<file path="src/hdl/cst_pkg.sv">
// ----------------------------------------------------------------------------
// cst_pkg
// Shared types, token kind codes and the keyword table of the C subset
// tokenizer.
// ----------------------------------------------------------------------------
package cst_pkg;

  // Default sizes of the position counters and the kept identifier prefix
  localparam int OFFSET_BITS_DEF   = 24;
  localparam int LINE_BITS_DEF     = 20;
  localparam int KEYWORD_CHARS_DEF = 6;

  // Result queue depth (power of two)
  localparam int FIFO_DEPTH = 4;

  // Token kinds
  localparam logic [5:0] KIND_EOF       = 6'd0;
  localparam logic [5:0] KIND_PLUS      = 6'd1;
  localparam logic [5:0] KIND_MINUS     = 6'd2;
  localparam logic [5:0] KIND_STAR      = 6'd3;
  localparam logic [5:0] KIND_SLASH     = 6'd4;
  localparam logic [5:0] KIND_AMP       = 6'd5;
  localparam logic [5:0] KIND_LPAREN    = 6'd6;
  localparam logic [5:0] KIND_RPAREN    = 6'd7;
  localparam logic [5:0] KIND_LBRACK    = 6'd8;
  localparam logic [5:0] KIND_RBRACK    = 6'd9;
  localparam logic [5:0] KIND_LBRACE    = 6'd10;
  localparam logic [5:0] KIND_RBRACE    = 6'd11;
  localparam logic [5:0] KIND_SEMI      = 6'd12;
  localparam logic [5:0] KIND_COMMA     = 6'd13;
  localparam logic [5:0] KIND_DOT       = 6'd14;
  localparam logic [5:0] KIND_ASSIGN    = 6'd15;
  localparam logic [5:0] KIND_EQUAL     = 6'd16;
  localparam logic [5:0] KIND_NOTEQUAL  = 6'd17;
  localparam logic [5:0] KIND_GREATER   = 6'd18;
  localparam logic [5:0] KIND_GREATEREQ = 6'd19;
  localparam logic [5:0] KIND_LESS      = 6'd20;
  localparam logic [5:0] KIND_LESSEQ    = 6'd21;
  localparam logic [5:0] KIND_NUMBER    = 6'd22;
  localparam logic [5:0] KIND_IDENT     = 6'd23;
  localparam logic [5:0] KIND_IF        = 6'd24;
  localparam logic [5:0] KIND_ELSE      = 6'd25;
  localparam logic [5:0] KIND_WHILE     = 6'd26;
  localparam logic [5:0] KIND_DO        = 6'd27;
  localparam logic [5:0] KIND_FOR       = 6'd28;
  localparam logic [5:0] KIND_RETURN    = 6'd29;
  localparam logic [5:0] KIND_CHAR      = 6'd30;
  localparam logic [5:0] KIND_SHORT     = 6'd31;
  localparam logic [5:0] KIND_INT       = 6'd32;
  localparam logic [5:0] KIND_LONG      = 6'd33;
  localparam logic [5:0] KIND_SIZEOF    = 6'd34;
  localparam logic [5:0] KIND_STRUCT    = 6'd35;
  localparam logic [5:0] KIND_UNION     = 6'd36;
  localparam logic [5:0] KIND_ERROR     = 6'd37;

  // Error codes
  localparam logic [1:0] ERR_NONE     = 2'd0;
  localparam logic [1:0] ERR_ILLEGAL  = 2'd1;
  localparam logic [1:0] ERR_BANG     = 2'd2;
  localparam logic [1:0] ERR_UNCLOSED = 2'd3;

  // Keyword table: text packed first char in the upper byte, right aligned
  localparam int KW_COUNT = 13;
  localparam logic [63:0] KW_TEXT [KW_COUNT] = '{
    64'h6966,          // if
    64'h656c7365,      // else
    64'h7768696c65,    // while
    64'h646f,          // do
    64'h666f72,        // for
    64'h72657475726e,  // return
    64'h63686172,      // char
    64'h73686f7274,    // short
    64'h696e74,        // int
    64'h6c6f6e67,      // long
    64'h73697a656f66,  // sizeof
    64'h737472756374,  // struct
    64'h756e696f6e     // union
  };
  localparam logic [15:0] KW_LEN [KW_COUNT] = '{
    16'd2, 16'd4, 16'd5, 16'd2, 16'd3, 16'd6, 16'd4,
    16'd5, 16'd3, 16'd4, 16'd6, 16'd6, 16'd5
  };
  localparam logic [5:0] KW_KIND [KW_COUNT] = '{
    KIND_IF, KIND_ELSE, KIND_WHILE, KIND_DO, KIND_FOR, KIND_RETURN, KIND_CHAR,
    KIND_SHORT, KIND_INT, KIND_LONG, KIND_SIZEOF, KIND_STRUCT, KIND_UNION
  };

  // Scanner modes
  typedef enum logic [3:0] {
    MODE_IDLE,
    MODE_SLASH,
    MODE_LINECMT,
    MODE_BLOCK,
    MODE_BLOCKSTAR,
    MODE_EQ,
    MODE_BANG,
    MODE_GT,
    MODE_LT,
    MODE_NUM,
    MODE_WORD
  } mode_e;

  typedef struct packed {
    logic [7:0] ch;
    logic       is_end;
  } in_item_t;

  typedef struct packed {
    logic [5:0]  kind;
    logic [31:0] number_value;
    logic [1:0]  error_code;
    logic [19:0] token_line;
    logic [15:0] token_column;
    logic [23:0] token_offset;
    logic [15:0] token_length;
    logic        last;
  } res_item_t;

  // Results made by one input item, in output order
  typedef struct packed {
    logic [1:0] n;
    res_item_t  r0;
    res_item_t  r1;
  } push_t;

  function automatic logic [5:0] kw_classify(logic [63:0] prefix, logic [15:0] len);
    logic [5:0] kind;
    kind = KIND_IDENT;
    for (int i = 0; i < KW_COUNT; i++) begin
      if (KW_LEN[i] == len && KW_TEXT[i] == prefix) kind = KW_KIND[i];
    end
    return kind;
  endfunction

endpackage

</file>
<file path="src/hdl/cst_scan.sv">
// ----------------------------------------------------------------------------
// cst_scan
// Scanner state and per-byte token logic. Each processed item updates the
// state and hands zero, one or two results to the queue.
// ----------------------------------------------------------------------------
module cst_scan #(
  parameter int OFFSET_BITS   = cst_pkg::OFFSET_BITS_DEF,
  parameter int LINE_BITS     = cst_pkg::LINE_BITS_DEF,
  parameter int KEYWORD_CHARS = cst_pkg::KEYWORD_CHARS_DEF
) (
  input  logic              clk_i,
  input  logic              rst_ni,
  input  logic              go_i,
  input  cst_pkg::in_item_t item_i,
  output cst_pkg::push_t    push_o
);
  import cst_pkg::*;

  localparam int PW = 8 * KEYWORD_CHARS;

  mode_e                  mode_q, mode_d;
  logic [31:0]            acc_q, acc_d;
  logic [PW-1:0]          prefix_q, prefix_d;
  logic [15:0]            wlen_q, wlen_d;
  logic [OFFSET_BITS-1:0] st_off_q, st_off_d;
  logic [LINE_BITS-1:0]   st_line_q, st_line_d;
  logic [15:0]            st_col_q, st_col_d;
  logic [OFFSET_BITS-1:0] bp_q, bp_d;
  logic [LINE_BITS-1:0]   line_q, line_d;
  logic [OFFSET_BITS-1:0] col_q, col_d;   // bp - line start

  logic [7:0]  ch;
  logic        is_end;
  logic        is_digit, is_letter, is_space, is_nl;
  logic [5:0]  punct_kind;
  logic        pend_op;
  mode_e       pend_mode;
  logic        do_idle, do_flush, op2;
  logic        a_valid, b_valid;
  res_item_t   a_res, b_res;
  logic [15:0] wlen_inc;
  logic [31:0] col32, off32, line32, st_off32, st_line32;
  logic [15:0] col_sat;

  assign ch     = item_i.ch;
  assign is_end = item_i.is_end | (item_i.ch == 8'd0);

  assign is_digit  = ch inside {["0":"9"]};
  assign is_letter = (ch inside {["a":"z"], ["A":"Z"]}) || ch == "_";
  assign is_space  = ch inside {8'h20, 8'h09, 8'h0A, 8'h0B, 8'h0C, 8'h0D};
  assign is_nl     = ch == 8'h0A;

  assign wlen_inc = (wlen_q == 16'hFFFF) ? wlen_q : wlen_q + 16'd1;

  assign col32     = 32'(col_q);
  assign col_sat   = (col32 > 32'h0000_FFFF) ? 16'hFFFF : col32[15:0];
  assign off32     = 32'(bp_q);
  assign line32    = 32'(line_q);
  assign st_off32  = 32'(st_off_q);
  assign st_line32 = 32'(st_line_q);

  always_comb begin
    punct_kind = KIND_EOF;
    pend_op    = 1'b0;
    pend_mode  = MODE_IDLE;
    case (ch)
      "+": punct_kind = KIND_PLUS;
      "-": punct_kind = KIND_MINUS;
      "*": punct_kind = KIND_STAR;
      "&": punct_kind = KIND_AMP;
      "(": punct_kind = KIND_LPAREN;
      ")": punct_kind = KIND_RPAREN;
      "[": punct_kind = KIND_LBRACK;
      "]": punct_kind = KIND_RBRACK;
      "{": punct_kind = KIND_LBRACE;
      "}": punct_kind = KIND_RBRACE;
      ";": punct_kind = KIND_SEMI;
      ",": punct_kind = KIND_COMMA;
      ".": punct_kind = KIND_DOT;
      "/": begin pend_op = 1'b1; pend_mode = MODE_SLASH; end
      "=": begin pend_op = 1'b1; pend_mode = MODE_EQ;    end
      "!": begin pend_op = 1'b1; pend_mode = MODE_BANG;  end
      ">": begin pend_op = 1'b1; pend_mode = MODE_GT;    end
      "<": begin pend_op = 1'b1; pend_mode = MODE_LT;    end
      default: ;
    endcase
  end

  // What this byte does: flush the pending token, scan afresh, or finish a
  // two-char operator
  always_comb begin
    do_idle  = 1'b0;
    do_flush = 1'b0;
    op2      = 1'b0;
    if (is_end) begin
      do_flush = 1'b1;
    end else begin
      case (mode_q)
        MODE_SLASH: begin
          if (ch != "/" && ch != "*") begin
            do_flush = 1'b1;
            do_idle  = 1'b1;
          end
        end
        MODE_LINECMT: do_idle = is_nl;
        MODE_BLOCK, MODE_BLOCKSTAR: ;
        MODE_EQ, MODE_BANG, MODE_GT, MODE_LT: begin
          if (ch == "=") begin
            op2 = 1'b1;
          end else begin
            do_flush = 1'b1;
            do_idle  = 1'b1;
          end
        end
        MODE_NUM: begin
          if (!is_digit) begin
            do_flush = 1'b1;
            do_idle  = 1'b1;
          end
        end
        MODE_WORD: begin
          if (!(is_digit || is_letter)) begin
            do_flush = 1'b1;
            do_idle  = 1'b1;
          end
        end
        default: do_idle = 1'b1;
      endcase
    end
  end

  // Next state
  always_comb begin
    mode_d    = mode_q;
    acc_d     = acc_q;
    prefix_d  = prefix_q;
    wlen_d    = wlen_q;
    st_off_d  = st_off_q;
    st_line_d = st_line_q;
    st_col_d  = st_col_q;
    bp_d      = bp_q;
    line_d    = line_q;
    col_d     = col_q;
    if (go_i) begin
      if (is_end) begin
        mode_d    = MODE_IDLE;
        acc_d     = '0;
        prefix_d  = '0;
        wlen_d    = '0;
        st_off_d  = '0;
        st_line_d = LINE_BITS'(1);
        st_col_d  = '0;
        bp_d      = '0;
        line_d    = LINE_BITS'(1);
        col_d     = '0;
      end else begin
        bp_d = bp_q + OFFSET_BITS'(1);
        if ((do_idle || mode_q == MODE_BLOCK || mode_q == MODE_BLOCKSTAR) && is_nl) begin
          line_d = line_q + LINE_BITS'(1);
          col_d  = '0;
        end else begin
          col_d = col_q + OFFSET_BITS'(1);
        end
        if (do_idle) begin
          mode_d = MODE_IDLE;
          if (!is_space) begin
            st_off_d  = bp_q;
            st_line_d = line_q;
            st_col_d  = col_sat;
            if (pend_op) begin
              mode_d = pend_mode;
            end else if (is_digit) begin
              acc_d  = {24'd0, ch - 8'h30};
              wlen_d = 16'd1;
              mode_d = MODE_NUM;
            end else if (is_letter) begin
              prefix_d = PW'(ch);
              wlen_d   = 16'd1;
              mode_d   = MODE_WORD;
            end
          end
        end else begin
          case (mode_q)
            MODE_SLASH: begin
              if (ch == "/") begin
                mode_d = MODE_LINECMT;
              end else begin
                mode_d = MODE_BLOCK;
                wlen_d = 16'd2;
              end
            end
            MODE_BLOCK, MODE_BLOCKSTAR: begin
              wlen_d = wlen_inc;
              if (mode_q == MODE_BLOCKSTAR && ch == "/") mode_d = MODE_IDLE;
              else if (ch == "*") mode_d = MODE_BLOCKSTAR;
              else mode_d = MODE_BLOCK;
            end
            MODE_EQ, MODE_BANG, MODE_GT, MODE_LT: mode_d = MODE_IDLE;
            MODE_NUM: begin
              acc_d  = (acc_q << 3) + (acc_q << 1) + {24'd0, ch - 8'h30};
              wlen_d = wlen_inc;
            end
            MODE_WORD: begin
              if (wlen_q < 16'(KEYWORD_CHARS)) prefix_d = {prefix_q[PW-9:0], ch};
              wlen_d = wlen_inc;
            end
            default: ;
          endcase
        end
      end
    end
  end

  // Results: a from the pending token (old start), b at the current byte
  always_comb begin
    a_res              = '0;
    a_res.token_line   = st_line32[19:0];
    a_res.token_column = st_col_q;
    a_res.token_offset = st_off32[23:0];
    a_res.token_length = 16'd1;
    a_valid            = 1'b0;
    if (op2) begin
      a_valid            = 1'b1;
      a_res.token_length = 16'd2;
      case (mode_q)
        MODE_EQ:   a_res.kind = KIND_EQUAL;
        MODE_BANG: a_res.kind = KIND_NOTEQUAL;
        MODE_GT:   a_res.kind = KIND_GREATEREQ;
        default:   a_res.kind = KIND_LESSEQ;
      endcase
    end else if (do_flush) begin
      a_valid = 1'b1;
      case (mode_q)
        MODE_SLASH: a_res.kind = KIND_SLASH;
        MODE_EQ:    a_res.kind = KIND_ASSIGN;
        MODE_BANG: begin
          a_res.kind       = KIND_ERROR;
          a_res.error_code = ERR_BANG;
        end
        MODE_GT:    a_res.kind = KIND_GREATER;
        MODE_LT:    a_res.kind = KIND_LESS;
        MODE_NUM: begin
          a_res.kind         = KIND_NUMBER;
          a_res.number_value = acc_q;
          a_res.token_length = wlen_q;
        end
        MODE_WORD: begin
          a_res.kind = (wlen_q > 16'(KEYWORD_CHARS)) ? KIND_IDENT
                     : kw_classify(64'(prefix_q), wlen_q);
          a_res.token_length = wlen_q;
        end
        MODE_BLOCK, MODE_BLOCKSTAR: begin
          // only reached at end of input
          a_res.kind         = KIND_ERROR;
          a_res.error_code   = ERR_UNCLOSED;
          a_res.token_length = wlen_q;
        end
        default: a_valid = 1'b0;
      endcase
    end

    b_res              = '0;
    b_res.token_line   = line32[19:0];
    b_res.token_column = col_sat;
    b_res.token_offset = off32[23:0];
    b_valid            = 1'b0;
    if (is_end) begin
      b_valid    = 1'b1;
      b_res.kind = KIND_EOF;
    end else if (do_idle && !is_space && !pend_op && !is_digit && !is_letter) begin
      b_valid            = 1'b1;
      b_res.token_length = 16'd1;
      if (punct_kind != KIND_EOF) begin
        b_res.kind = punct_kind;
      end else begin
        b_res.kind       = KIND_ERROR;
        b_res.error_code = ERR_ILLEGAL;
      end
    end

    push_o    = '0;
    push_o.r1 = b_res;
    push_o.r0 = a_valid ? a_res : b_res;
    if (go_i) begin
      push_o.n = 2'(a_valid) + 2'(b_valid);
    end
    if (push_o.n == 2'd2) push_o.r1.last = 1'b1;
    else push_o.r0.last = 1'b1;
  end

  always_ff @(posedge clk_i or negedge rst_ni) begin
    if (!rst_ni) begin
      mode_q    <= MODE_IDLE;
      acc_q     <= '0;
      prefix_q  <= '0;
      wlen_q    <= '0;
      st_off_q  <= '0;
      st_line_q <= LINE_BITS'(1);
      st_col_q  <= '0;
      bp_q      <= '0;
      line_q    <= LINE_BITS'(1);
      col_q     <= '0;
    end else begin
      mode_q    <= mode_d;
      acc_q     <= acc_d;
      prefix_q  <= prefix_d;
      wlen_q    <= wlen_d;
      st_off_q  <= st_off_d;
      st_line_q <= st_line_d;
      st_col_q  <= st_col_d;
      bp_q      <= bp_d;
      line_q    <= line_d;
      col_q     <= col_d;
    end
  end

endmodule

</file>
<file path="src/hdl/cst_res_fifo.sv">
// ----------------------------------------------------------------------------
// cst_res_fifo
// Result queue. Takes up to two results per cycle from the scanner and
// delivers one per cycle on the output channel while the output is not stalled.
// ----------------------------------------------------------------------------
module cst_res_fifo (
  input  logic               clk_i,
  input  logic               rst_ni,
  input  cst_pkg::push_t     push_i,
  output logic               room_o,
  output logic               out_valid_o,
  input  logic               out_stall_i,
  output cst_pkg::res_item_t out_data_o
);
  import cst_pkg::*;

  localparam int PTR_W = $clog2(FIFO_DEPTH);
  localparam int CNT_W = $clog2(FIFO_DEPTH + 1);

  res_item_t        mem_q [FIFO_DEPTH];
  logic [PTR_W-1:0] wr_q, wr_d, rd_q, rd_d;
  logic [CNT_W-1:0] cnt_q, cnt_d;
  logic             pop;

  assign out_valid_o = cnt_q != '0;
  assign out_data_o  = mem_q[rd_q];
  assign pop         = out_valid_o && !out_stall_i;
  // room for a worst-case item of two results
  assign room_o      = cnt_q <= CNT_W'(FIFO_DEPTH - 2);

  assign wr_d  = wr_q + PTR_W'(push_i.n);
  assign rd_d  = rd_q + PTR_W'(pop);
  assign cnt_d = cnt_q + CNT_W'(push_i.n) - CNT_W'(pop);

  always_ff @(posedge clk_i) begin
    if (push_i.n != 2'd0) mem_q[wr_q] <= push_i.r0;
    if (push_i.n == 2'd2) mem_q[wr_q + PTR_W'(1)] <= push_i.r1;
  end

  always_ff @(posedge clk_i or negedge rst_ni) begin
    if (!rst_ni) begin
      wr_q  <= '0;
      rd_q  <= '0;
      cnt_q <= '0;
    end else begin
      wr_q  <= wr_d;
      rd_q  <= rd_d;
      cnt_q <= cnt_d;
    end
  end

endmodule

</file>
<file path="src/hdl/c_subset_tokenizer.sv">
// ----------------------------------------------------------------------------
// c_subset_tokenizer
// Streaming tokenizer for a small C subset, one source byte per item.
// ----------------------------------------------------------------------------
// One source byte is accepted per clock while in_stall_o is low. A taken
// byte is held in the input register and scanned from it, against the
// scanner state, once the queue has room; it writes zero, one or two tokens
// into a four-entry result queue, from which its first token is offered.
// The queue drains one token per cycle while the output is not stalled, so a
// byte that closes a pending token and starts a one-byte token yields two
// tokens to drain, and input stalls while the queue holds more than two
// tokens. An end flag or a zero byte flushes the pending token, emits
// end-of-file and returns the scanner to line 1, offset 0.
module c_subset_tokenizer #(
  parameter int OFFSET_BITS   = cst_pkg::OFFSET_BITS_DEF,
  parameter int LINE_BITS     = cst_pkg::LINE_BITS_DEF,
  parameter int KEYWORD_CHARS = cst_pkg::KEYWORD_CHARS_DEF
) (
  input  logic               clk_i,
  input  logic               rst_ni,
  input  logic               in_valid_i,
  output logic               in_stall_o,
  input  cst_pkg::in_item_t  in_data_i,
  output logic               out_valid_o,
  input  logic               out_stall_i,
  output cst_pkg::res_item_t out_data_o
);
  import cst_pkg::*;

  logic     in_vld_q;
  in_item_t in_q;
  logic     room;
  logic     go;
  push_t    push;

  assign go         = in_vld_q && room;
  assign in_stall_o = in_vld_q && !room;

  always_ff @(posedge clk_i or negedge rst_ni) begin
    if (!rst_ni) begin
      in_vld_q <= 1'b0;
    end else if (in_valid_i && !in_stall_o) begin
      in_vld_q <= 1'b1;
    end else if (go) begin
      in_vld_q <= 1'b0;
    end
  end

  always_ff @(posedge clk_i) begin
    if (in_valid_i && !in_stall_o) in_q <= in_data_i;
  end

  cst_scan #(
    .OFFSET_BITS  (OFFSET_BITS),
    .LINE_BITS    (LINE_BITS),
    .KEYWORD_CHARS(KEYWORD_CHARS)
  ) u_scan (
    .clk_i (clk_i),
    .rst_ni(rst_ni),
    .go_i  (go),
    .item_i(in_q),
    .push_o(push)
  );

  cst_res_fifo u_fifo (
    .clk_i      (clk_i),
    .rst_ni     (rst_ni),
    .push_i     (push),
    .room_o     (room),
    .out_valid_o(out_valid_o),
    .out_stall_i(out_stall_i),
    .out_data_o (out_data_o)
  );

endmodule
</file>
<file path="config.mk">
export PLATFORM = sky130hd
export DESIGN_NAME = c_subset_tokenizer
export DESIGN_NICKNAME = d
export VERILOG_FILES = /design/src/hdl/cst_pkg.sv /design/src/hdl/cst_scan.sv /design/src/hdl/cst_res_fifo.sv /design/src/hdl/c_subset_tokenizer.sv
export SDC_FILE = /design/constraint.sdc
export NUM_CORES = 2
export LEC_CHECK = 0
export BUFFER_PORTS_ARGS = -buffer_cell sky130_fd_sc_hd__buf_2
export CAP_MARGIN = 20
export CORE_MARGIN = 2
export CORE_UTILIZATION = 40
export CTS_CLUSTER_DIAMETER = 200
export CTS_CLUSTER_SIZE = 12
export DETAILED_ROUTE_END_ITERATION = 7
export PLACE_DENSITY_LB_ADDON = 0.1
export SYNTH_ARGS = -nofsm -noshare
export SYNTH_HDL_FRONTEND = slang
export SYNTH_HIERARCHICAL = 1
export SYNTH_SLANG_ARGS = --single-unit
</file>
<file path="constraint.sdc">
create_clock -name clk_i -period 37.9 [get_ports clk_i]
set_clock_uncertainty 0.1 [all_clocks]
set_input_delay 7.58 -clock clk_i [delete_from_list [all_inputs] [get_ports clk_i]]
set_output_delay 7.58 -clock clk_i [all_outputs]
set_load 0.05 [all_outputs]
</file>
==> flow_summary_export.csv <==
group,metric,value,unit
synthesis,syn_area_per_cell,12.76,sq um
placed_design,placed_area,40440,sq um
global_routing,grt_max_degree,118,
worst_setup_path,crit_fanout,43,
floorplanning,die_width,315.5,microns
synthesis,ys_top_cells_by_area,"edfxtp_1 (37%), dfrtp_1 (15%), mux2_2 (14%), mux4_2 (6.8%), nand2_1 (2.4%)",
detailed_routing,dr.pass1.iters,5,
pwr,p_per_area,74.01,nW/um^2
timing,tightest_slew,1.085,ns
clock_tree,cts_resized,0,
worst_setup_path,cp-end-kind,"output port",
worst_setup_path,cp-endpoint,"out_data_o[77]",
synthesis,netlist_area,38800,sq um
floorplanning,initial_core_util,40.24,%
synthesis,synthFlopType,"edfxtp_1",
timing,final-setup-viol-count,0,
worst_setup_path,rr_startpoint,"in_q[6]$_DFFE_PP_",
pwr,p_leak,0.01681,uW
detailed_routing,drc_errors,0,
clock_tree,cts_buffers,69,
detailed_routing,wl,107500,microns
clock_tree,post_cts_buffers,0,
timing,fin_crit,10.99,ns
timing,finalHoldViolCount,0,
synthesis,synthTopCellsByCount,"mux2_2 (487), edfxtp_1 (477), nand2_1 (249)",
synthesis,yosys.cell_count.top_type,"mux2_2",
placed_design,port-buffer-count,131,
timing,fmax,90.99,MHz
detailed_routing,ant_nets,0,
floorplanning,die-area,99520,sq um
worst_setup_path,crit_required,30.22,ns
layout,final_nets,3196,
worst_setup_path,critical_path_class,"reg2out",
detailed_routing,wl_per_cell,24.26,microns
timing,finalSetupTns,0,ns
worst_setup_path,r2r_setup_slack,29.44,ns
synthesis,ys_async_sr_fraction,33.10,%
clock_tree,clock_sinks,713,
timing,fin_crit_sh,29.00,%
synthesis,yosys.area.top_type,"edfxtp_1",
layout,layout-drive-gt1-share,28.11,%
synthesis,synthCells,3041,
synthesis,synth_cell_types,86,
global_routing,grt_pass1_vias,25750,
layout,diodes,0,
floorplanning,core-area,96420,sq um
global_routing,grt_use_total,21.70,%
timing,rsz0062_at_grt,"no",
floorplanning,ios,132,
global_routing,overflow,0,
layout,layoutNonFillerInstCount,4432,
outcome,status,"finished clean",
global_routing,antenna_found_initial,0,
synthesis,synth_seq_area_share,52.14,%
clock_tree,cts_root_buf,"clkbuf_16",
worst_setup_path,worstRegToRegCells,15,
pwr,peakVddDrop,0.04563,mV
worst_setup_path,arrival,3.31,ns
layout,fillers,8854,
synthesis,synth_warnings,6,
placed_design,finalWeightedCongestion,0.8709,
worst_setup_path,startpoint,"u_fifo/rd_q[0]$_DFF_PN0_",
timing,drv_slew,0,
clock_tree,cts_buffer_depth,3,
placed_design,placedCellCount,4309,
synthesis,synth-edff-count,477,
worst_setup_path,start_kind,"register",
floorplanning,chipHeight,315.5,microns
job,cap_viol_max_count,0,
clock_tree,ctsHoldBuffers,0,
clock_tree,cts_tree,"yes",
clock_tree,htree_num_levels,3,
clock_tree,clk_pin_slew,0.07,ns
synthesis,synth_seq_cells,713,
floorplanning,num_rows,114,
timing,slew_headroom,26.98,%
worst_setup_path,rr_endpoint,"u_fifo/mem_q[2][54]$_DFFE_PP_",
hold_path,hold_class,"reg2reg",
placed_design,hpwlAfterDp,70910,microns
layout,fin_area,42520,sq um
detailed_routing,vias,24880,
detailed_routing,drtIter0Drc,1892,
clock_tree,insertion_delay,0.63,ns
synthesis,synth.top_cell.area_share,36.91,%
global_routing,grt_pass1_wl,164300,microns
layout,syn_to_final_growth,9.573,%
detailed_routing,viasPerCell,5.615,
worst min-delay path by stage:
| stage | from | end | slack (ns) | cells after the start |
|---|---|---|---|---|
| detailed placement | u_scan/st_off_q[5]$_DFFE_PN0P_ | u_scan/st_off_q[5]$_DFFE_PN0P_ | 0.37 | 2 |
| finish | u_scan/st_line_q[7]$_DFFE_PN0P_ | u_scan/st_line_q[7]$_DFFE_PN0P_ | 0.38 | 2 |
| global placement | u_scan/st_off_q[4]$_DFFE_PN0P_ | u_scan/st_off_q[4]$_DFFE_PN0P_ | 0.36 | 2 |
| global route | u_scan/st_off_q[1]$_DFFE_PN0P_ | u_scan/st_off_q[1]$_DFFE_PN0P_ | 0.41 | 2 |
| floorplan | u_scan/st_line_q[1]$_DFFE_PN0P_ | u_scan/st_line_q[1]$_DFFE_PN0P_ | 0.34 | 2 |
| CTS | u_scan/st_off_q[5]$_DFFE_PN0P_ | u_scan/st_off_q[5]$_DFFE_PN0P_ | 0.38 | 2 |
placed cells by master (no fill, tap or decap), types with 43 or more instances in the layout:
master | netlist | final
clkbuf_16 | 0 | 73
edfxtp_1 | 477 | 477
nand3_1 | 67 | 66
xor2_1 | 55 | 55
nor2_1 | 175 | 173
clkbuf_1 | 77 | 44
nand2_1 | 249 | 249
ha_1 | 70 | 70
mux2i_1 | 43 | 43
mux4_2 | 117 | 117
mux2_2 | 487 | 487
o21ai_0 | 116 | 116
buf_2 | 69 | 130
nand4_1 | 44 | 44
inv_1 | 104 | 104
dfrtp_1 | 234 | 232
conb_1 | 1 | 49
a21oi_1 | 76 | 74
and2_1 | 57 | 57
cell type report:
cell class | count | area, sq um | area share, %
sequential | 713 | 20240 | 47.60
multi-input combinational | 2046 | 17240 | 40.56
clock buffer | 117 | 1992 | 4.685
tap | 1276 | 1597 | 3.755
timing repair buffer | 172 | 1006 | 2.366
inverter | 104 | 390.4 | 0.9181
clock inverter | 4 | 50.05 | 0.1177
power breakdown:
| group | switching [uW] | internal (uW) | total (uW) | leakage [uW] |
|---|---|---|---|---|
| Clock | 299 | 358 | 657 | 0.000974 |
| Combinational | 885 | 438 | 1320 | 0.00818 |
| Sequential | 129 | 1040 | 1170 | 0.00766 |
| Total | 1310 | 1830 | 3150 | 0.0168 |
cells by family after synthesis:
logic type	after synthesis	synth area share [%]
mux	682	23.05
xor+xnor	86	1.941
simple gates	786	10.00
flops	713	52.14
fa+ha+maj	77	2.618
compound gates	366	6.043
other cells	1	0.009664
buf+inv	330	4.198
sequential cells by signal, indices dropped and copies added (netlist names):
name,cells
in_q,9
in_vld_q,1
u_fifo/cnt_q,3
u_fifo/mem_q,468
u_fifo/rd_q,2
u_fifo/wr_q,2
u_scan/acc_q,32
u_scan/bp_q,24
u_scan/col_q,24
u_scan/line_q,20
u_scan/mode_q,4
u_scan/prefix_q,48
u_scan/st_col_q,16
u_scan/st_line_q,20
u_scan/st_off_q,24
u_scan/wlen_q,16
worst max-delay path, stage by stage, from the launching register on:
cell     delay, ns
dfrtp_4       0.97
buf_4         0.78
mux4_2        0.64
buf_2         0.24
per-layer routing:
layer / part of all wire [%] / GRT usage (%)
met1: 46 / 30.34
met2: 48 / 35.88
met3: 3.8 / 2.611
met4: 2.0 / 5.676
met5: 0 / 0
per-stage QoR:
stage | worst slack (ns) | total power (uW) | hold slack, ns | utilization (%)
after global routing | 26.64 | 3306 | 0.4073 | 44.10
after detailed placement | 27.49 | 2511 | 0.3661 | 41.94
after CTS | 26.77 | 3180 | 0.3805 | 44.06
after global placement | 27.57 | 2493 | 0.3589 | 41.94
after floorplan | 25.07 | 2175 | 0.3446 | -
final | 26.91 | 3147 | 0.3758 | 44.10
Power figures use the tool's default switching activity.
